[src/hdl/srtf_preemptive_scheduler_top_macros.svh]
// Assertion macros used by the scheduler's datapath RTL file (srtf_dp).
// Each macro checks one implication under the synchronous reset.
`ifndef SRTF_PREEMPTIVE_SCHEDULER_TOP_MACROS_SVH
`define SRTF_PREEMPTIVE_SCHEDULER_TOP_MACROS_SVH
`ifndef SYNTHESIS
// Same-cycle implication.
`define SRTF_ASSERT_IMP(label, clk, rst_n, ante, cons) \
  label: assert property (@(posedge clk) disable iff (!rst_n) (ante) |-> (cons)) \
    else $error("srtf assertion failed");
// Next-cycle implication.
`define SRTF_ASSERT_NXT(label, clk, rst_n, ante, cons) \
  label: assert property (@(posedge clk) disable iff (!rst_n) (ante) |=> (cons)) \
    else $error("srtf assertion failed");
`else
`define SRTF_ASSERT_IMP(label, clk, rst_n, ante, cons)
`define SRTF_ASSERT_NXT(label, clk, rst_n, ante, cons)
`endif
`endif

[src/hdl/srtf_pkg.sv]
package srtf_pkg;

  // Fixed field widths of the item formats.
  localparam int unsigned TBL_W  = 16;
  localparam int unsigned SLOT_W = 4;

  // Operation codes.
  localparam logic OP_LOAD = 1'b0;
  localparam logic OP_TICK = 1'b1;

  typedef struct packed {
    logic              operation;
    logic [TBL_W-1:0]  arrival_time;
    logic [TBL_W-1:0]  burst_time;
  } in_item_t;

  typedef struct packed {
    logic [SLOT_W-1:0] slot_id;
    logic              load_accepted;
    logic              idle_tick;
    logic              finished;
    logic [TBL_W-1:0]  completion_time;
    logic [TBL_W-1:0]  turnaround_time;
    logic              all_done;
  } out_item_t;

  typedef enum logic [1:0] {
    S_IDLE,
    S_SCAN,
    S_UPDATE
  } state_t;

  // Commands from the controller to the datapath.
  typedef struct packed {
    logic load_go;
    logic tick_go;
    logic rd_go;
    logic upd_go;
  } ctrl_cmd_t;

  // Status from the datapath to the controller.
  typedef struct packed {
    logic all_read;
  } ctrl_sts_t;

endpackage

[src/hdl/srtf_ram.sv]
module srtf_ram #(
  parameter int unsigned WIDTH = 32,
  parameter int unsigned DEPTH = 16
) (
  input  logic                     clk,
  input  logic                     we,
  input  logic [$clog2(DEPTH)-1:0] waddr,
  input  logic [WIDTH-1:0]         wdata,
  input  logic                     re,
  input  logic [$clog2(DEPTH)-1:0] raddr,
  output logic [WIDTH-1:0]         rdata
);

  logic [WIDTH-1:0] mem [DEPTH];
  logic [WIDTH-1:0] rdata_r;

  always_ff @(posedge clk) begin
    if (we) begin
      mem[waddr] <= wdata;
    end
    if (re) begin
      rdata_r <= mem[raddr];
    end
  end

  assign rdata = rdata_r;

endmodule

[src/hdl/srtf_ctrl.sv]
module srtf_ctrl (
  input  logic                clk,
  input  logic                rst_n,
  input  logic                start,
  input  logic                operation,
  input  srtf_pkg::ctrl_sts_t sts,
  output srtf_pkg::ctrl_cmd_t cmd,
  output logic                busy
);

  import srtf_pkg::*;

  state_t state_r;
  state_t state_nxt;
  logic   accept;

  assign accept = start && (state_r == S_IDLE);

  always_ff @(posedge clk) begin
    if (!rst_n) begin
      state_r <= S_IDLE;
    end else begin
      state_r <= state_nxt;
    end
  end

  always_comb begin
    state_nxt = state_r;
    unique case (state_r)
      S_IDLE: begin
        if (accept && (operation == OP_TICK)) begin
          state_nxt = S_SCAN;
        end
      end
      S_SCAN: begin
        if (sts.all_read) begin
          state_nxt = S_UPDATE;
        end
      end
      S_UPDATE: begin
        state_nxt = S_IDLE;
      end
      default: begin
        state_nxt = S_IDLE;
      end
    endcase
  end

  always_comb begin
    cmd  = '0;
    busy = 1'b1;
    unique case (state_r)
      S_IDLE: begin
        busy        = 1'b0;
        cmd.load_go = accept && (operation == OP_LOAD);
        cmd.tick_go = accept && (operation == OP_TICK);
      end
      S_SCAN: begin
        cmd.rd_go = !sts.all_read;
      end
      S_UPDATE: begin
        cmd.upd_go = 1'b1;
      end
      default: begin
        busy = 1'b1;
      end
    endcase
  end

endmodule

[src/hdl/srtf_dp.sv]
`include "srtf_preemptive_scheduler_top_macros.svh"
module srtf_dp #(
  parameter int unsigned MAX_PROCS = 16,
  parameter int unsigned TIME_BITS = 16
) (
  input  logic                clk,
  input  logic                rst_n,
  input  srtf_pkg::in_item_t  in_item,
  input  srtf_pkg::ctrl_cmd_t cmd,
  output srtf_pkg::ctrl_sts_t sts,
  output srtf_pkg::out_item_t out_item,
  output logic                out_valid
);

  import srtf_pkg::*;

  localparam int unsigned SW  = $clog2(MAX_PROCS);
  localparam int unsigned LCW = $clog2(MAX_PROCS + 1);
  localparam int unsigned CW  = (TIME_BITS > TBL_W) ? TIME_BITS : TBL_W;
  localparam int unsigned RW  = 2 * TBL_W;

  logic [TIME_BITS-1:0] time_r;
  logic [TIME_BITS-1:0] time_nxt;
  logic [LCW-1:0]       loaded_r;
  logic [LCW-1:0]       finished_r;
  logic [LCW-1:0]       cnt_r;
  logic                 cmp_vld_r;
  logic                 found_r;
  logic [SW-1:0]        best_slot_r;
  logic [TBL_W-1:0]     best_rem_r;
  logic [TBL_W-1:0]     best_arr_r;
  logic                 out_valid_r;
  out_item_t            out_r;
  out_item_t            out_nxt;

  logic                 we;
  logic [SW-1:0]        waddr;
  logic [RW-1:0]        wdata;
  logic [RW-1:0]        rdata;
  logic [TBL_W-1:0]     rd_arr;
  logic [TBL_W-1:0]     rd_rem;
  logic                 elig;
  logic                 take;
  logic                 load_ok;
  logic [TBL_W-1:0]     rem_dec;
  logic                 fin_now;
  logic [CW-1:0]        time_after_x;
  logic [CW-1:0]        tat_x;
  logic [SW+SLOT_W-1:0] load_slot_ext;
  logic [SW+SLOT_W-1:0] best_slot_ext;
  logic [LCW-1:0]       loaded_inc;
  logic [LCW-1:0]       finished_inc;

  srtf_ram #(
    .WIDTH (RW),
    .DEPTH (MAX_PROCS)
  ) u_tbl (
    .clk   (clk),
    .we    (we),
    .waddr (waddr),
    .wdata (wdata),
    .re    (cmd.rd_go),
    .raddr (cnt_r[SW-1:0]),
    .rdata (rdata)
  );

  assign rd_arr = rdata[RW-1:TBL_W];
  assign rd_rem = rdata[TBL_W-1:0];

  // A slot competes when it has arrived by the current time and has work left.
  assign elig = (CW'(rd_arr) <= CW'(time_r)) && (rd_rem != '0);
  assign take = cmp_vld_r && elig && (!found_r || (rd_rem < best_rem_r));

  assign load_ok      = (loaded_r < LCW'(MAX_PROCS)) && (in_item.burst_time != '0);
  assign rem_dec      = best_rem_r - TBL_W'(1);
  assign fin_now      = found_r && (rem_dec == '0);
  assign time_nxt     = (time_r != {TIME_BITS{1'b1}}) ? time_r + TIME_BITS'(1) : time_r;
  assign time_after_x = CW'(time_nxt);
  assign tat_x        = time_after_x - CW'(best_arr_r);
  assign loaded_inc   = loaded_r + LCW'(1);
  assign finished_inc = finished_r + LCW'(1);
  assign load_slot_ext = {{SLOT_W{1'b0}}, loaded_r[SW-1:0]};
  assign best_slot_ext = {{SLOT_W{1'b0}}, best_slot_r};

  always_comb begin
    we    = 1'b0;
    waddr = best_slot_r;
    wdata = {best_arr_r, rem_dec};
    if (cmd.load_go && load_ok) begin
      we    = 1'b1;
      waddr = loaded_r[SW-1:0];
      wdata = {in_item.arrival_time, in_item.burst_time};
    end else if (cmd.upd_go && found_r) begin
      we = 1'b1;
    end
  end

  assign sts.all_read = (cnt_r == loaded_r);

  always_ff @(posedge clk) begin
    if (!rst_n) begin
      time_r      <= '0;
      loaded_r    <= '0;
      finished_r  <= '0;
      cnt_r       <= '0;
      cmp_vld_r   <= 1'b0;
      found_r     <= 1'b0;
      out_valid_r <= 1'b0;
    end else begin
      out_valid_r <= cmd.load_go || cmd.upd_go;
      cmp_vld_r   <= cmd.rd_go;
      if (cmd.tick_go) begin
        cnt_r   <= '0;
        found_r <= 1'b0;
      end
      if (cmd.rd_go) begin
        cnt_r <= cnt_r + LCW'(1);
      end
      if (take) begin
        found_r <= 1'b1;
      end
      if (cmd.load_go && load_ok) begin
        loaded_r <= loaded_inc;
      end
      if (cmd.upd_go) begin
        time_r <= time_nxt;
        if (fin_now) begin
          finished_r <= finished_inc;
        end
      end
    end
  end

  always_comb begin
    out_nxt = out_r;
    if (cmd.load_go) begin
      out_nxt               = '0;
      out_nxt.load_accepted = load_ok;
      out_nxt.slot_id       = load_ok ? load_slot_ext[SLOT_W-1:0] : '0;
      out_nxt.all_done      = load_ok ? (finished_r == loaded_inc) : (finished_r == loaded_r);
    end else if (cmd.upd_go) begin
      out_nxt           = '0;
      out_nxt.idle_tick = !found_r;
      out_nxt.slot_id   = found_r ? best_slot_ext[SLOT_W-1:0] : '0;
      out_nxt.finished  = fin_now;
      if (fin_now) begin
        out_nxt.completion_time = time_after_x[TBL_W-1:0];
        out_nxt.turnaround_time = tat_x[TBL_W-1:0];
        out_nxt.all_done        = (finished_inc == loaded_r);
      end else begin
        out_nxt.all_done        = (finished_r == loaded_r);
      end
    end
  end

  // Best candidate and result payload carry no reset.
  always_ff @(posedge clk) begin
    if (take) begin
      best_slot_r <= cnt_r[SW-1:0] - SW'(1);
      best_rem_r  <= rd_rem;
      best_arr_r  <= rd_arr;
    end
    out_r <= out_nxt;
  end

  assign out_item  = out_r;
  assign out_valid = out_valid_r;

  `SRTF_ASSERT_IMP(a_fin_le_loaded, clk, rst_n, 1'b1, finished_r <= loaded_r)
  `SRTF_ASSERT_IMP(a_cnt_le_loaded, clk, rst_n, 1'b1, cnt_r <= loaded_r)
  `SRTF_ASSERT_NXT(a_upd_strobe, clk, rst_n, cmd.upd_go, out_valid_r && !out_r.load_accepted)
  `SRTF_ASSERT_IMP(a_load_clean, clk, rst_n, out_valid_r && out_r.load_accepted, !out_r.finished)

endmodule

[src/hdl/srtf_preemptive_scheduler_top.sv]
// Load item: accepted while idle, one load per cycle; its result strobes in the next cycle.
// Tick item: holds busy high through the scan of all loaded slots and the update step,
//   and no new item is accepted until busy falls; the result strobes in the first cycle
//   after busy falls. One table slot is read and compared per cycle through one read port.
// The receiver cannot stall results; a load may be accepted while a tick's result strobes.
// Synchronous active-low reset clears time, counts and control; table contents stay.
module srtf_preemptive_scheduler_top #(
  parameter int unsigned MAX_PROCS = 16,
  parameter int unsigned TIME_BITS = 16
) (
  input  logic               clk,
  input  logic               rst_n,
  input  logic               start,
  output logic               busy,
  input  srtf_pkg::in_item_t in_item,
  output srtf_pkg::out_item_t out_item,
  output logic               out_valid
);

  import srtf_pkg::*;

  // The controller sequences loads and the per-tick table scan; the datapath
  // owns the process table, the time counter and the running-minimum search.
  ctrl_cmd_t cmd;
  ctrl_sts_t sts;

  srtf_ctrl u_ctrl (
    .clk       (clk),
    .rst_n     (rst_n),
    .start     (start),
    .operation (in_item.operation),
    .sts       (sts),
    .cmd       (cmd),
    .busy      (busy)
  );

  // During a scan the datapath walks every loaded slot in order, keeping the
  // eligible slot with the least remaining time; a strict compare keeps the lowest
  // slot on ties. The update step then decrements that slot's remaining time
  // in place, advances time with saturation and forms the result item.
  srtf_dp #(
    .MAX_PROCS (MAX_PROCS),
    .TIME_BITS (TIME_BITS)
  ) u_dp (
    .clk       (clk),
    .rst_n     (rst_n),
    .in_item   (in_item),
    .cmd       (cmd),
    .sts       (sts),
    .out_item  (out_item),
    .out_valid (out_valid)
  );

endmodule
[config.mk]
export PLATFORM = sky130hd
export DESIGN_NAME = srtf_preemptive_scheduler_top
export DESIGN_NICKNAME = d
export VERILOG_FILES = /design/src/hdl/srtf_pkg.sv /design/src/hdl/srtf_ram.sv /design/src/hdl/srtf_ctrl.sv /design/src/hdl/srtf_dp.sv /design/src/hdl/srtf_preemptive_scheduler_top.sv
export VERILOG_INCLUDE_DIRS = /design/src /design/src/hdl
export SDC_FILE = /design/constraint.sdc
export NUM_CORES = 1
export LEC_CHECK = 0
export ABC_CLOCK_PERIOD_IN_PS = 4100
export BUFFER_PORTS_ARGS = -buffer_cell sky130_fd_sc_hd__buf_2
export CAP_MARGIN = 10
export CORE_MARGIN = 2
export CORE_UTILIZATION = 50
export CTS_CLUSTER_DIAMETER = 200
export DETAILED_ROUTE_END_ITERATION = 8
export PLACE_DENSITY_LB_ADDON = 0.2
export SLEW_MARGIN = 10
export SYNTH_ARGS = -nofsm -noshare
export SYNTH_HDL_FRONTEND = slang
export SYNTH_SLANG_ARGS = --single-unit
[constraint.sdc]
create_clock -name clk -period 4.1 [get_ports clk]
set_input_delay 0.205 -clock clk [delete_from_list [all_inputs] [get_ports clk]]
set_output_delay 0.205 -clock clk [all_outputs]
set_load 0.03 [all_outputs]
==> results.md <==
- Pin count of the biggest net entering global routing: 79
- GPL Wtd Cong: about 0.9
- H-tree depth: 3
- Detail Placement HPWL: ~39,000 µm
- Vias: between 10,000 and 15,000
- Worst r2r path cells: 14
- Status: finished clean
- Root Buffer: clkbuf_16
- Worst reg2reg startpoint: u_dp.time_r[0]
- Setup WS post-layout: about 210 ps
- Non-filler cells, final: 2,481
- Worst endpoint required time: 4610 ps
- Register area share after synthesis: a little over two thirds
- Cell area after layout: 0.0310 mm²
- P_leak: around 10 nW
- I/O pins: just under 80
- 1st-iter DRT viols: roughly 1,500
- IO buf count: between 70 and 80
- Multi-input logic area: 0.00775 mm²
- Setup tns final: 0 ps
- Mean Syn Cell Area: around 17 µm²
- Grt ovf: 0
- # diodes: 0
- Die Height: approximately 240 µm
- Yosys top cell by area: edfxtp_1
- DR DRC count: 0
- CTS tree: done
- EDFF count, synth: between 500 and 600
- Syn Nets: ~1,700
- Crit Path Class: reg -> reg
- First-pass GRT wire length: 94,400 µm
- Most frequent cell after synthesis: edfxtp_1
- Relative slew slack: approximately 25%
- Worst Hold End: u_dp.found_r
- Async SR Flop Fraction: 0%
- Worst slew pin tran: 1130 ps
- Area Growth Syn to Fin: 14.3%
- Synth unique cells: 67
- Placed Instances: between 2,000 and 2,500
- Worst setup EP type: flop
- Crit path max fanout: 8
- DRT Pass-1 Iters: 5
- Slew Viols, Final: 0
- Combinational family with the most area after synthesis: multiplexers
- Synth Area in Adders: between 2 and 3%
- Cts bufs inserted: 68
- RSZ-0062 raised after global routing: false
- Ys Warns: 0
- Worst-skew pair later-pin latency: 610 ps
- Total Wirelength: 63,200 µm
- Die X: about 240 µm
- # Max-Cap Violations: 0
- Synth Area in Compound Gates: under 10%
- Hold_sp: start
- Vias in the first global route: around 15,000
- R2R Setup Slk: 210 ps
- Clk_skew: around 25 ps
- Cell Pwr Density: approximately 440 mW/mm²
- Layout cell share with drive strength beyond 1: 24.8%
- Max VDD drop: around 0.28 mV
- # nets final: ~1,800
- Finish-stage setup viols: 0
- Fraction of synthesized cell area in xor and xnor cells: between 1.5 and 2%
- Clock Path Buffers: 3
- Crit share post-route: a little over nine tenths
- # fillers: ~4,000
- Synth Register Bits: 656
- Mapped Cells: about 1,600
- Top FF cell, synth: edfxtp_1
- Pre-CTS WS: about 260 ps
- Final min period: just under 4000 ps
- Finished Core Util: around 58%
- Number of vias per cell: 6.03
- Die area: between 0.05 and 0.06 mm²
- Max Clock Freq: ~0.26 GHz
- Clock Pin Slew Worst Setup and Hold Paths: about 60 ps
- Drt wl/cell: 25.5 µm
- Mapped cell area: approximately 0.027 mm²
- Row count: between 80 and 90
- Storage cell area: roughly 0.019 mm²
- Hold-critical path depth: 4
- Hold Path Class: in -> reg
- DRT antenna net count: 0
- Initial core utilization: around half
- DP Area: just under 0.03 mm²
- Ranking of synthesized cells by instance count: edfxtp_1, mux4_2, nand2_1, dfxtp_1, nor2_1
- Final Hold Violating Endpoints: 0
- Startpoint Class: flop
- GRT Util Overall: 22.8%
- CTS Sinks: around 660
- Synth top area share: 64.8%
- Post-synthesis simple-gate area fraction: under 10%
- Synth area leaders: edfxtp_1, mux4_2, dfxtp_1, ha_1, xnor2_1
- Mux cell area share after synthesis: approximately 13%
- Initial antenna violation count: 3
- Core box area: around 0.054 mm²
- Reg2reg end: u_dp.out_item[15]
- CP arrival: about 4400 ps
[cell families (layout without fill, tap and decap cells)]
kind of cell             Yosys count  in the layout
adder cells (fa/ha/maj)           54             54
buffers and inverters            139            347
AND/OR/NAND/NOR                  311            311
flip-flops                       656            656
AO/OA/AOI/OAI                    192            192
multiplexers                     164            164
XOR/XNOR                          61             61
[layout make-up]
type	count	share of cell area [%]
inverters	65	0.786
clock inverters	33	0.754
clock buffers	88	5.90
repair buffers	161	3.52
flip-flops and latches	656	61.3
multi-input cells	782	25.0
well taps	696	2.81
[worst max-delay path, cell delays in order, from the launching register on]
cell and delay [ps]:
dfxtp_1 370, ha_1 250, nand2_1 150, nor3_2 80, buf_4 160, a21oi_1 540
and2_1 230, xnor2_1 160, ha_1 330, a2111oi_1 420, a22oi_1 200, a21o_1 220
a311o_1 380, xnor2_1 130, o31ai_1 170
[metrics by stage]
step           hold slack [ps]  total power, W
2_1_floorplan              322         0.00775
3_3_place_gp               430         0.00792
3_5_place_dp               444         0.00794
4_1_cts                   15.1          0.0137
5_1_grt                   58.7          0.0140
6_report                  37.3          0.0136
[placed cells by master, fill, tap and decap left out, types with 15 or more instances in the layout]
cell type and n:
nor2_1 54, edfxtp_1 586, mux4_2 160, buf_4 77, a21oi_1 41, xor2_1 16, nor3_1 22, xnor2_1 45
ha_1 53, nand2_1 75, clkbuf_16 70, o21ai_0 59, inv_1 62, clkbuf_1 16, a21o_1 17, clkinv_1 15
nand3_1 57, buf_2 77, nand4_1 20, o31ai_1 21, nor2_4 17, dfxtp_1 67
[what timing repair did]
action | CTS | global route
endpoints found under the setup margin | 0 | 1
hold endpoints to repair | 3 | 0
hold buffers | 1 | 0
resized for setup | 0 | 2
buffers inserted | 0 | 0
[where the power goes]
group / switching [W] / total (W) / internal, W
clock network: 0.00248 / 0.00577 / 0.00329
logic: 0.000280 / 0.000436 / 0.000156
registers: 0.0000269 / 0.00736 / 0.00733
[how the worst max path moves through the flow]
stage | start | to | slack, ps | depth (start not counted)
final | u_dp.time_r[0] | u_dp.out_item[15] | 210 | 14
after CTS | u_dp.time_r[0] | u_dp.out_item[15] | 240 | 14
after global routing | u_dp.time_r[0] | u_dp.out_item[15] | 5 | 14
after detailed placement | u_dp.time_r[0] | u_dp.out_item[15] | 260 | 14
after global placement | u_dp.time_r[0] | u_dp.out_item[15] | 370 | 15
after floorplan | u_dp.time_r[0] | u_dp.out_item[15] | 410 | 15
[sequential cells by signal, summed over array words and instances, names as in the netlist]
signal and count:
u_ctrl.state_r 2, u_dp.cnt_r 5, u_dp.cmp_vld_r 1, u_dp.u_tbl.rdata 32
u_dp.finished_r 5, u_dp.loaded_r 5, u_dp.time_r 16, u_dp.out_item 40
u_dp.found_r 1, u_dp.u_tbl.mem 512, u_dp.best_arr_r 16, u_dp.out_valid 1
u_dp.best_rem_r 16, u_dp.best_slot_r 4
[routing by layer]
layer | up-vias | wire [µm] | global-route usage, %
li1 | 6595 | - | -
met1 | 7712 | 27300 | 32.8
met2 | 578 | 29800 | 36.0
met3 | 87 | 4840 | 4.35
met4 | 0 | 1290 | 6.56
met5 | - | 0 | 0
(Power assumes the default switching activity.)
